==> config.mk <==
export PLATFORM = sky130hd
export DESIGN_NAME = height_window_average_unit
export DESIGN_NICKNAME = d
export VERILOG_FILES = /design/src/hwa_pkg.sv /design/src/hwa_window.sv /design/src/hwa_divider.sv /design/src/height_window_average_unit.sv
export VERILOG_INCLUDE_DIRS = /design/src /design/src/src
export SDC_FILE = /design/constraint.sdc
export NUM_CORES = 1
export LEC_CHECK = 0
export BUFFER_PORTS_ARGS = -buffer_cell sky130_fd_sc_hd__buf_2
export CORE_MARGIN = 8
export CORE_UTILIZATION = 35
export CTS_CLUSTER_SIZE = 25
export DETAILED_ROUTE_END_ITERATION = 6
export HOLD_SLACK_MARGIN = 0.02
export PLACE_DENSITY = 0.55
export SLEW_MARGIN = 20
export SYNTH_ARGS = -nofsm -noshare
export SYNTH_HDL_FRONTEND = slang
export SYNTH_HIERARCHICAL = 1
export SYNTH_SLANG_ARGS = --single-unit
==> constraint.sdc <==
create_clock -name clk -period 4.1 [get_ports clk]
set_clock_uncertainty 0.2 [all_clocks]
set_input_delay 1.025 -clock clk [delete_from_list [all_inputs] [get_ports clk]]
set_output_delay 1.025 -clock clk [all_outputs]
set_load 0.005 [all_outputs]
==> src/assert_macros.svh <==
// Assertion helpers shared by the height window average RTL.
// HWA_ASSERT is disabled while rst_n is low; HWA_ASSERT_ALWAYS checks on every edge.
`ifndef ASSERT_MACROS_SVH
`define ASSERT_MACROS_SVH
`ifndef SYNTHESIS
`define HWA_ASSERT(lbl, prop, msg) \
  lbl: assert property (@(posedge clk) disable iff (!rst_n) prop) else $error(msg);
`define HWA_ASSERT_ALWAYS(lbl, prop, msg) \
  lbl: assert property (@(posedge clk) prop) else $error(msg);
`else
`define HWA_ASSERT(lbl, prop, msg)
`define HWA_ASSERT_ALWAYS(lbl, prop, msg)
`endif
`endif

==> src/hwa_pkg.sv <==
package hwa_pkg;

  // Window geometry and sample format
  localparam int WINDOW_SIZE = 8;
  localparam int SAMPLE_BITS = 12;
  localparam int POS_W       = $clog2(WINDOW_SIZE);
  localparam int SUM_W       = SAMPLE_BITS + $clog2(WINDOW_SIZE);

  // Q8.8 scale into Q12.4 height: numerator gets 4 + 8 fraction bits
  localparam int FRAC_SHIFT  = 12;
  localparam int SCALE_W     = 16;
  localparam int VALUE_W     = 16;

  // Serial divider sizes
  localparam int DVD_W       = SAMPLE_BITS + FRAC_SHIFT;
  localparam int DVS_W       = SCALE_W;
  localparam int DCNT_W      = $clog2(DVD_W);

  // Configuration port
  localparam int CFG_ADDR_W  = 1;
  localparam int CFG_DATA_W  = 16;
  localparam logic [CFG_ADDR_W-1:0] REG_INIT_OFFSET  = 1'd0;
  localparam logic [CFG_ADDR_W-1:0] REG_COUNTS_PER_MM = 1'd1;

  localparam logic [SAMPLE_BITS-1:0] OFFSET_RESET = {SAMPLE_BITS{1'b1}};
  localparam logic [SCALE_W-1:0]     SCALE_RESET  = 16'd256;

  // Request commands and result kinds
  localparam logic [1:0] CMD_SAMPLE      = 2'd0;
  localparam logic [1:0] CMD_CAPTURE_OFS = 2'd1;
  localparam logic [1:0] CMD_CAPTURE_REF = 2'd2;

  localparam logic [1:0] KIND_HEIGHT     = 2'd0;
  localparam logic [1:0] KIND_OFFSET     = 2'd1;
  localparam logic [1:0] KIND_REFERENCE  = 2'd2;

  typedef enum logic [2:0] {
    ST_IDLE,
    ST_AVG_GO,
    ST_AVG_RUN,
    ST_HGT_RUN,
    ST_PUT
  } hwa_state_t;

  // Divider status toward the sequencer
  typedef struct packed {
    logic busy;
    logic done;
  } hwa_div_stat_t;

endpackage

==> src/hwa_window.sv <==
`include "assert_macros.svh"

module hwa_window (
  input  logic                          clk,
  input  logic                          rst_n,
  input  logic                          push,
  input  logic [hwa_pkg::SAMPLE_BITS-1:0] sample,
  output logic [hwa_pkg::SUM_W-1:0]     sum
);
  import hwa_pkg::*;

  logic [SAMPLE_BITS-1:0] win_r [WINDOW_SIZE];
  logic [POS_W-1:0]       wr_pos_r, wr_pos_nxt;
  logic [SUM_W-1:0]       sum_r, sum_nxt;
  logic [SAMPLE_BITS-1:0] oldest;

  // Drop the oldest sample from the running sum, add the new one
  always_comb begin
    oldest     = win_r[wr_pos_r];
    sum_nxt    = sum_r - SUM_W'(oldest) + SUM_W'(sample);
    wr_pos_nxt = (wr_pos_r == POS_W'(WINDOW_SIZE - 1)) ? '0 : wr_pos_r + 1'b1;
  end

  always_ff @(posedge clk) begin
    if (!rst_n) begin
      for (int i = 0; i < WINDOW_SIZE; i++) begin
        win_r[i] <= '0;
      end
      wr_pos_r <= '0;
      sum_r    <= '0;
    end else if (push) begin
      win_r[wr_pos_r] <= sample;
      wr_pos_r        <= wr_pos_nxt;
      sum_r           <= sum_nxt;
    end
  end

  assign sum = sum_r;

  `HWA_ASSERT(a_wr_pos_range, wr_pos_r <= POS_W'(WINDOW_SIZE - 1), "write position past window")

endmodule

==> src/hwa_divider.sv <==
`include "assert_macros.svh"

module hwa_divider (
  input  logic                         clk,
  input  logic                         rst_n,
  input  logic                         start,
  input  logic [hwa_pkg::DVD_W-1:0]    dividend,
  input  logic [hwa_pkg::DVS_W-1:0]    divisor,
  output hwa_pkg::hwa_div_stat_t       stat,
  output logic [hwa_pkg::DVD_W-1:0]    quotient
);
  import hwa_pkg::*;

  logic              busy_r, busy_nxt;
  logic              done_r, done_nxt;
  logic [DCNT_W-1:0] cnt_r, cnt_nxt;
  logic [DVS_W-1:0]  dvs_r, dvs_nxt;
  logic [DVS_W-1:0]  rem_r, rem_nxt;
  logic [DVD_W-1:0]  quo_r, quo_nxt;
  logic [DVS_W:0]    trial;
  logic [DVS_W+1:0]  diff;
  logic              fits;

  // One restoring step per cycle: dividend bits leave at the top, quotient bits enter below
  always_comb begin
    trial    = {rem_r, quo_r[DVD_W-1]};
    diff     = {1'b0, trial} - {2'b00, dvs_r};
    fits     = !diff[DVS_W+1];
    busy_nxt = busy_r;
    done_nxt = 1'b0;
    cnt_nxt  = cnt_r;
    dvs_nxt  = dvs_r;
    rem_nxt  = rem_r;
    quo_nxt  = quo_r;
    if (busy_r) begin
      rem_nxt = fits ? diff[DVS_W-1:0] : trial[DVS_W-1:0];
      quo_nxt = {quo_r[DVD_W-2:0], fits};
      cnt_nxt = cnt_r + 1'b1;
      if (cnt_r == DCNT_W'(DVD_W - 1)) begin
        busy_nxt = 1'b0;
        done_nxt = 1'b1;
      end
    end else if (start) begin
      busy_nxt = 1'b1;
      cnt_nxt  = '0;
      dvs_nxt  = divisor;
      rem_nxt  = '0;
      quo_nxt  = dividend;
    end
  end

  always_ff @(posedge clk) begin
    if (!rst_n) begin
      busy_r <= 1'b0;
      done_r <= 1'b0;
      cnt_r  <= '0;
    end else begin
      busy_r <= busy_nxt;
      done_r <= done_nxt;
      cnt_r  <= cnt_nxt;
    end
  end

  always_ff @(posedge clk) begin
    dvs_r <= dvs_nxt;
    rem_r <= rem_nxt;
    quo_r <= quo_nxt;
  end

  assign stat.busy = busy_r;
  assign stat.done = done_r;
  assign quotient  = quo_r;

  `HWA_ASSERT(a_done_not_busy, done_r |-> !busy_r, "divider done while still busy")
  `HWA_ASSERT(a_step_count, busy_r |-> (cnt_r <= DCNT_W'(DVD_W - 1)), "divider step count overrun")

endmodule

==> src/height_window_average_unit.sv <==
// Height window average unit: keeps a sliding window of the last WINDOW_SIZE raw samples
// with a running sum, and on every WINDOW_SIZE-th sample request emits the height
// (offset - average) * 4096 / counts_per_mm in Q12.4, clamped at zero and saturated.
// Capture requests answer with the last raw sample (zero before any sample); capture
// offset also loads it as the active offset once a sample has arrived. A sample request
// that emits nothing and a capture request leave the unit idle. A sample request that
// emits a height stalls the input until its height enters the output register: the window
// average and the height scaling (skipped when the height clamps to zero) both run through
// one shared bit-serial restoring divider, one quotient bit per cycle. Results wait in an
// output register; while it is full and stalled, the input stalls too, so any out_stall
// time lengthens the stall.
`include "assert_macros.svh"

module height_window_average_unit (
  input  logic                              clk,
  input  logic                              rst_n,
  input  logic                              in_valid,
  output logic                              in_stall,
  input  logic [1:0]                        in_command,
  input  logic [hwa_pkg::SAMPLE_BITS-1:0]   in_sample,
  output logic                              out_valid,
  input  logic                              out_stall,
  output logic [1:0]                        out_kind,
  output logic [hwa_pkg::VALUE_W-1:0]       out_value,
  input  logic                              cfg_we,
  input  logic [hwa_pkg::CFG_ADDR_W-1:0]    cfg_addr,
  input  logic [hwa_pkg::CFG_DATA_W-1:0]    cfg_wdata
);
  import hwa_pkg::*;

  hwa_state_t             state_r, state_nxt;
  logic [POS_W-1:0]       count_r, count_nxt;
  logic [SAMPLE_BITS-1:0] offset_r, offset_nxt;
  logic [SCALE_W-1:0]     scale_r, scale_nxt;
  logic [SAMPLE_BITS-1:0] last_r, last_nxt;
  logic                   have_r, have_nxt;
  logic [VALUE_W-1:0]     res_r, res_nxt;
  logic                   out_valid_r, out_valid_nxt;
  logic [1:0]             out_kind_r, out_kind_nxt;
  logic [VALUE_W-1:0]     out_value_r, out_value_nxt;

  logic                   in_take;
  logic                   out_free;
  logic                   push;
  logic [SUM_W-1:0]       win_sum;
  logic                   div_start;
  logic [DVD_W-1:0]       div_dividend;
  logic [DVS_W-1:0]       div_divisor;
  hwa_div_stat_t          div_stat;
  logic [DVD_W-1:0]       div_quo;
  logic [SAMPLE_BITS-1:0] avg;
  logic [SAMPLE_BITS-1:0] height_diff;
  logic                   quo_sat;

  hwa_window u_window (
    .clk    (clk),
    .rst_n  (rst_n),
    .push   (push),
    .sample (in_sample),
    .sum    (win_sum)
  );

  hwa_divider u_divider (
    .clk      (clk),
    .rst_n    (rst_n),
    .start    (div_start),
    .dividend (div_dividend),
    .divisor  (div_divisor),
    .stat     (div_stat),
    .quotient (div_quo)
  );

  assign out_free = !out_valid_r || !out_stall;
  assign in_stall = (state_r != ST_IDLE) || !out_free;
  assign in_take  = in_valid && !in_stall;
  assign push     = in_take && (in_command == CMD_SAMPLE);

  assign avg         = div_quo[SAMPLE_BITS-1:0];
  assign height_diff = offset_r - avg;
  assign quo_sat     = |div_quo[DVD_W-1:VALUE_W];

  // Sequence requests, the two divider passes and the result hand-off
  always_comb begin
    state_nxt     = state_r;
    count_nxt     = count_r;
    offset_nxt    = offset_r;
    scale_nxt     = scale_r;
    last_nxt      = last_r;
    have_nxt      = have_r;
    res_nxt       = res_r;
    out_valid_nxt = out_valid_r && out_stall;
    out_kind_nxt  = out_kind_r;
    out_value_nxt = out_value_r;
    div_start     = 1'b0;
    div_dividend  = DVD_W'(win_sum);
    div_divisor   = DVS_W'(WINDOW_SIZE);

    // Register writes must arrive only while idle; the block itself does not enforce this
    if (cfg_we) begin
      case (cfg_addr)
        REG_INIT_OFFSET:   offset_nxt = cfg_wdata[SAMPLE_BITS-1:0];
        REG_COUNTS_PER_MM: scale_nxt  = cfg_wdata[SCALE_W-1:0];
        default:           ;
      endcase
    end

    case (state_r)
      ST_IDLE: begin
        if (in_take) begin
          case (in_command)
            CMD_SAMPLE: begin
              last_nxt = in_sample;
              have_nxt = 1'b1;
              if (count_r == POS_W'(WINDOW_SIZE - 1)) begin
                count_nxt = '0;
                state_nxt = ST_AVG_GO;
              end else begin
                count_nxt = count_r + 1'b1;
              end
            end
            CMD_CAPTURE_OFS: begin
              if (have_r) begin
                offset_nxt = last_r;
              end
              out_valid_nxt = 1'b1;
              out_kind_nxt  = KIND_OFFSET;
              out_value_nxt = VALUE_W'(last_r);
            end
            CMD_CAPTURE_REF: begin
              out_valid_nxt = 1'b1;
              out_kind_nxt  = KIND_REFERENCE;
              out_value_nxt = VALUE_W'(last_r);
            end
            default: ;
          endcase
        end
      end
      ST_AVG_GO: begin
        div_start = 1'b1;
        state_nxt = ST_AVG_RUN;
      end
      ST_AVG_RUN: begin
        div_dividend = {height_diff, {FRAC_SHIFT{1'b0}}};
        div_divisor  = scale_r;
        if (div_stat.done) begin
          if (offset_r > avg) begin
            div_start = 1'b1;
            state_nxt = ST_HGT_RUN;
          end else begin
            res_nxt   = '0;
            state_nxt = ST_PUT;
          end
        end
      end
      ST_HGT_RUN: begin
        if (div_stat.done) begin
          res_nxt   = quo_sat ? {VALUE_W{1'b1}} : div_quo[VALUE_W-1:0];
          state_nxt = ST_PUT;
        end
      end
      ST_PUT: begin
        if (out_free) begin
          out_valid_nxt = 1'b1;
          out_kind_nxt  = KIND_HEIGHT;
          out_value_nxt = res_r;
          state_nxt     = ST_IDLE;
        end
      end
      default: state_nxt = ST_IDLE;
    endcase
  end

  always_ff @(posedge clk) begin
    if (!rst_n) begin
      state_r     <= ST_IDLE;
      count_r     <= '0;
      offset_r    <= OFFSET_RESET;
      scale_r     <= SCALE_RESET;
      last_r      <= '0;
      have_r      <= 1'b0;
      out_valid_r <= 1'b0;
    end else begin
      state_r     <= state_nxt;
      count_r     <= count_nxt;
      offset_r    <= offset_nxt;
      scale_r     <= scale_nxt;
      last_r      <= last_nxt;
      have_r      <= have_nxt;
      out_valid_r <= out_valid_nxt;
    end
  end

  always_ff @(posedge clk) begin
    res_r       <= res_nxt;
    out_kind_r  <= out_kind_nxt;
    out_value_r <= out_value_nxt;
  end

  assign out_valid = out_valid_r;
  assign out_kind  = out_kind_r;
  assign out_value = out_value_r;

  `HWA_ASSERT(a_no_take_while_div, !(in_take && div_stat.busy), "request taken during division")
  `HWA_ASSERT(a_div_running, ((state_r == ST_AVG_RUN) || (state_r == ST_HGT_RUN)) |-> (div_stat.busy || div_stat.done), "divider idle while a pass is pending")
  `HWA_ASSERT(a_sample_before_height, (state_r == ST_AVG_GO) |-> have_r, "height started without a sample")

endmodule
# After elaboration in Yosys (flattened, before gate mapping)
# Memories as Yosys holds them, arrays and structs flattened. A register that Yosys moved wholly into a read port is not among the register bits.
# Cells that the tools add are included.
[word_totals]
reg_bits = 163
ramBits = 96
output_inout_bits = 20
word_cells = 130
n_memories = 1
[op_classes]
n_addsub = 7
order_cmp = 1
n_eq_ne = 18
mux = 57
bitwise = 1
reduce_logical = 27
[mem_list]
columns = ["name", "words", "width", "rd", "rd_clocked_by_memory_dff", "write_ports", "line", "rtl"]
rows = [
  ["u_window.win_r", 8, 12, 1, 1, 8, "hwa_window.sv:12", "logic [SAMPLE_BITS-1:0] win_r [WINDOW_SIZE];"],
]
[ops]
columns = ["cell", "count"]
rows = [
  ["$mux W16", 10],
  ["$mux W12", 7],
  ["$mux W24", 3],
  ["$pmux W16 S2", 2],
  ["$mux W3", 12],
  ["$sub A17 B16 Y18", 1],
  ["$add A15 B12 Y15", 1],
  ["$pmux W3 S5", 1],
  ["$sub A15 B12 Y15", 1],
  ["$mux W1", 14],
  ["$gt A12 B12 Y1", 1],
  ["$ne A2 B2 Y1 const B", 6],
  ["$reduce_and A4 Y1", 3],
  ["$reduce_or A12 Y1", 1],
  ["$sub A12 B12 Y12", 1],
  ["$mux W5", 2],
  ["$eq A3 B3 Y1 const B", 3],
  ["$pmux W2 S2", 2],
  ["$reduce_or A8 Y1", 1],
  ["$add A3 B1 Y3 const B", 2],
  ["$eq A3 B2 Y1 const B", 2],
  ["$reduce_and A2 Y1", 3],
  ["$reduce_and A6 Y1", 1],
  ["$reduce_bool A2 Y1", 3],
  ["other kinds (18)", 28],
]

# Depth between registers and ports, before layout
[logic_depth]
ltp_word = 12
depth_mapped = 15
depth_no_buf = 13

# By module
# Netlist, hierarchy kept.
[by_module_without_submodules]
columns = ["mod", "n_inst", "cells_per_inst", "area_each_um2", "seq_area_each_um2"]
rows = [
  ["hwa_window", 1, 497, 6286.0, 3303.2],
  ["height_window_average_unit", 1, 475, 4365.4, 1981.9],
  ["hwa_divider", 1, 305, 3505.9, 1821.7],
]

# Worst setup path after synthesis
# Ideal clock, no wire load.
[synth_timing]
path_type = "reg2reg"
startpoint = "register u_divider.quo_r[0] (netlist: u_divider/quotient[0])"
endpoint = "register u_divider.cnt_r[0]"
t_arrival_ns = 3.423
required_time_ns = 3.785
path_slack_ns = 0.361
path_stages_with_launch = 12
n_path_buf = 1
period_less_slack_ns = 3.739
path_cell_list = "edfxtp_1 > ha_1 > fa_1 > nor2b_4 > o31a_4 > a221oi_4 > a31oi_4 > a32o_1 > or2_2 > clkbuf_1 > mux2i_1 > and2_1"
[synth_via]
elab_chain_cells = 5
[synth_lines]
columns = ["element", "line", "rtl"]
rows = [
  ["from (decl)", "hwa_divider.sv:19", "logic [DVD_W-1:0] quo_r, quo_nxt;"],
  ["from (signal assigned)", "hwa_divider.sv:67", "quo_r <= quo_nxt;"],
  ["$gt A12 B12 Y1", "height_window_average_unit.sv:146", "if (offset_r > avg) begin"],
  ["$mux W1", "height_window_average_unit.sv:146", ""],
  ["$mux W1", "height_window_average_unit.sv:145", "if (div_stat.done) begin"],
  ["$pmux W1 S2", "height_window_average_unit.sv:107", "case (state_r)"],
  ["net div_start", "height_window_average_unit.sv:46", "logic div_start;"],
  ["$reduce_bool A2 Y1 (no source line)", "n/a", ""],
  ["to (signal assigned)", "hwa_divider.sv:60", "cnt_r <= cnt_nxt;"],
  ["to (decl)", "hwa_divider.sv:16", "logic [DCNT_W-1:0] cnt_r, cnt_nxt;"],
]
# The timed path passes the listed nets, and every way through them passes these cells.
# A chain may end at the register's enable or synchronous reset.

==> results.sh <==
export IMPL_min_period_ps=3820
export IMPL_crit_type="flip-flop to flip-flop"
export IMPL_start_util=0.355
export IMPL_grtUsageMet1=0.217
export IMPL_max_freq_ghz=0.262
export IMPL_coreArea_sq_mm=0.0398
export IMPL_vias=10002
export IMPL_grt_max_degree=45
export IMPL_path_buf_inv=3
export IMPL_powerDensity_mw_per_mm2=406
export IMPL_hold_class="flip-flop to flip-flop"
export IMPL_diodes=0
export IMPL_drt_first_pass_iters=5
export IMPL_netlist_instances=1276
export IMPL_met2_usage=0.234
export IMPL_dpl_cell_area_sq_mm=0.0151
export IMPL_nNetsFinal=1431
export IMPL_antenna_found_initial=1
export IMPL_grt_total_usage=0.153
export IMPL_arrival_ps=4100
export IMPL_tightest_slew_ps=727
export IMPL_cts_buffer_depth=3
export IMPL_max_stage_delay_ps=530
export IMPL_wl_per_cell_um=19.6
export IMPL_cp_max_fo=18
export IMPL_port_buffers=55
export IMPL_drc=0
export IMPL_rows=73
export IMPL_syn_area_sq_mm=0.0141
export IMPL_min_period_over_period=0.931
export IMPL_drv_cap=0
export IMPL_place_inst=1822
export IMPL_ir_drop_v=0.000304
export IMPL_crit_path_frequent_cell="nand4_1"
export IMPL_tns_ps=0
export IMPL_clock_sinks=262
export IMPL_instances_no_fill=1879
export IMPL_ctsResizeCount=0
export IMPL_syn2layout_area_growth_pct=13.9
export IMPL_end_kind="flip-flop"
export IMPL_ioPinCount=56
export IMPL_routed_wirelength_um=36900
export IMPL_drtIter0Drc=781
export IMPL_cts_setup_buffers=0
export IMPL_synth_nets=1377
export IMPL_grt_pass1_wl_um=57700
export IMPL_cp_cell_sequence="buf_12, buf_4, mux4_2, mux2_2, fa_1, inv_1, ha_1, nand4_1, o22ai_1, a21oi_1, mux2i_1, nand4_1, a21boi_1"
export IMPL_relSlewSlack=0.514
export IMPL_num_fill_cells=3847
export IMPL_cpLargestDelayFamily="multiplexers"
export IMPL_dp_hpwl_um=26700
export IMPL_synth_area_per_cell_sq_um=11.1
export IMPL_ys_warn_count=6
export IMPL_vias_per_cell=5.32
export IMPL_grt_setup_unrepaired="false"
export IMPL_fin_area_sq_mm=0.0161
export IMPL_clk_pin_slew_ps=60
export IMPL_cts_buffers=31
export IMPL_busiest_layer="met2"
export IMPL_layout_drive_gt1_share=0.185
export IMPL_slew_viol_final=0
export IMPL_htreeDepth=1
export IMPL_gp_congestion=0.887
export IMPL_met3_usage=0.0307
export IMPL_die_area_sq_mm=0.0471
export IMPL_die_y_um=217
export IMPL_hold_violations=0
export IMPL_first_global_vias=9760
export IMPL_run_status="complete, no violations"
export IMPL_total_power_w=0.00655
export IMPL_clock_latency_ps=560
export IMPL_start_kind="flip-flop"
export IMPL_setup_violations=0
export IMPL_fp_dieW_um=217
export IMPL_gr_total_overflow=0
export IMPL_cpMaxStageDelayCell="fa_1"
export IMPL_cts_root_buf="clkbuf_16"
export IMPL_leakagePower_nw=6.29
export IMPL_cts_tree="built"
export IMPL_antenna_left=0
export IMPL_holdBufCountCts=0
export IMPL_worstPathRequired_ps=4380
-- per-layer routing --
| layer | vias up | wire length (um) |
|---|---|---|
| met1 | 4891 | 16900 |
| met3 | 61 | 2670 |
| met2 | 323 | 16300 |
| met5 | - | 0 |
| met4 | 0 | 974 |
| li1 | 4727 | - |
-- tightest hold or removal path: cells and delay by family (launching register included) --
kind             cells  cell delay, ps
AO/OA/AOI/OAI        1              60
flip-flops           1             300
AND/OR/NAND/NOR      1              40
-- placed cells by master, fill, tap and decap left out, types with 16 or more instances in the layout --
master and n:
mux2i_1 16, o21a_1 27, mux4_2 24, clkbuf_16 31, a21oi_1 44, buf_4 39, nand2_1 135, nor3_1 25
dfxtp_1 75, inv_1 93, nand3_1 37, nor2_1 32, buf_2 55, nor4_1 34, mux2_2 46, edfxtp_1 186
and2_1 77, o21ai_0 41, ha_1 51, nor2b_1 28, a21boi_0 23
-- final cells by class --
| cell class | instances | area, sq um | area share |
|---|---|---|---|
| flip-flops and latches | 262 | 7110 | 0.441 |
| multi-input cells | 844 | 6320 | 0.392 |
| clock buffers | 40 | 850 | 0.0527 |
| well taps | 525 | 657 | 0.0408 |
| repair buffers | 96 | 608 | 0.0377 |
| inverters | 95 | 357 | 0.0221 |
| clock inverters | 17 | 216 | 0.0134 |
-- state kept, by name (all words and copies together), names as in the netlist, 2 cells and up, named ones only --
register            count
state_r                 3
u_divider/rem_r        16
scale_r                16
u_divider/quotient     24
res_r                  16
out_kind                2
last_r                 12
count_r                 3
u_divider/dvs_r        16
out_value              16
u_window/wr_pos_r       3
u_divider/cnt_r         5
u_window/win_r         96
offset_r               12
u_window/sum           15
-- final timing paths --
kind | slack, ps | endpoint | cells past startpoint | startpoint
hold / removal | 260 | scale_r[0] | 2 | scale_r[0]
setup reg to reg | 280 | u_window/sum[14] | 13 | flip-flop
hold reg to reg | 260 | scale_r[0] | 2 | scale_r[0]
setup / recovery | 280 | u_window/sum[14] | 13 | flip-flop
-- through the flow --
| stage | utilization | worst slack [ps] | hold slack (ps) |
|---|---|---|---|
| finish | 0.405 | 282 | 261 |
| global route | 0.405 | 67.2 | 279 |
| CTS | 0.405 | 244 | 260 |
| detailed placement | 0.378 | 269 | 252 |
| global placement | 0.378 | 321 | 248 |
| floorplan | - | 361 | 232 |
-- where the power goes --
| part | internal (W) | switching [W] |
|---|---|---|
| Sequential | 0.00290 | 0.0000458 |
| Combinational | 0.000301 | 0.000424 |
| Clock | 0.00177 | 0.00111 |
Power figures use the tool's default switching activity.
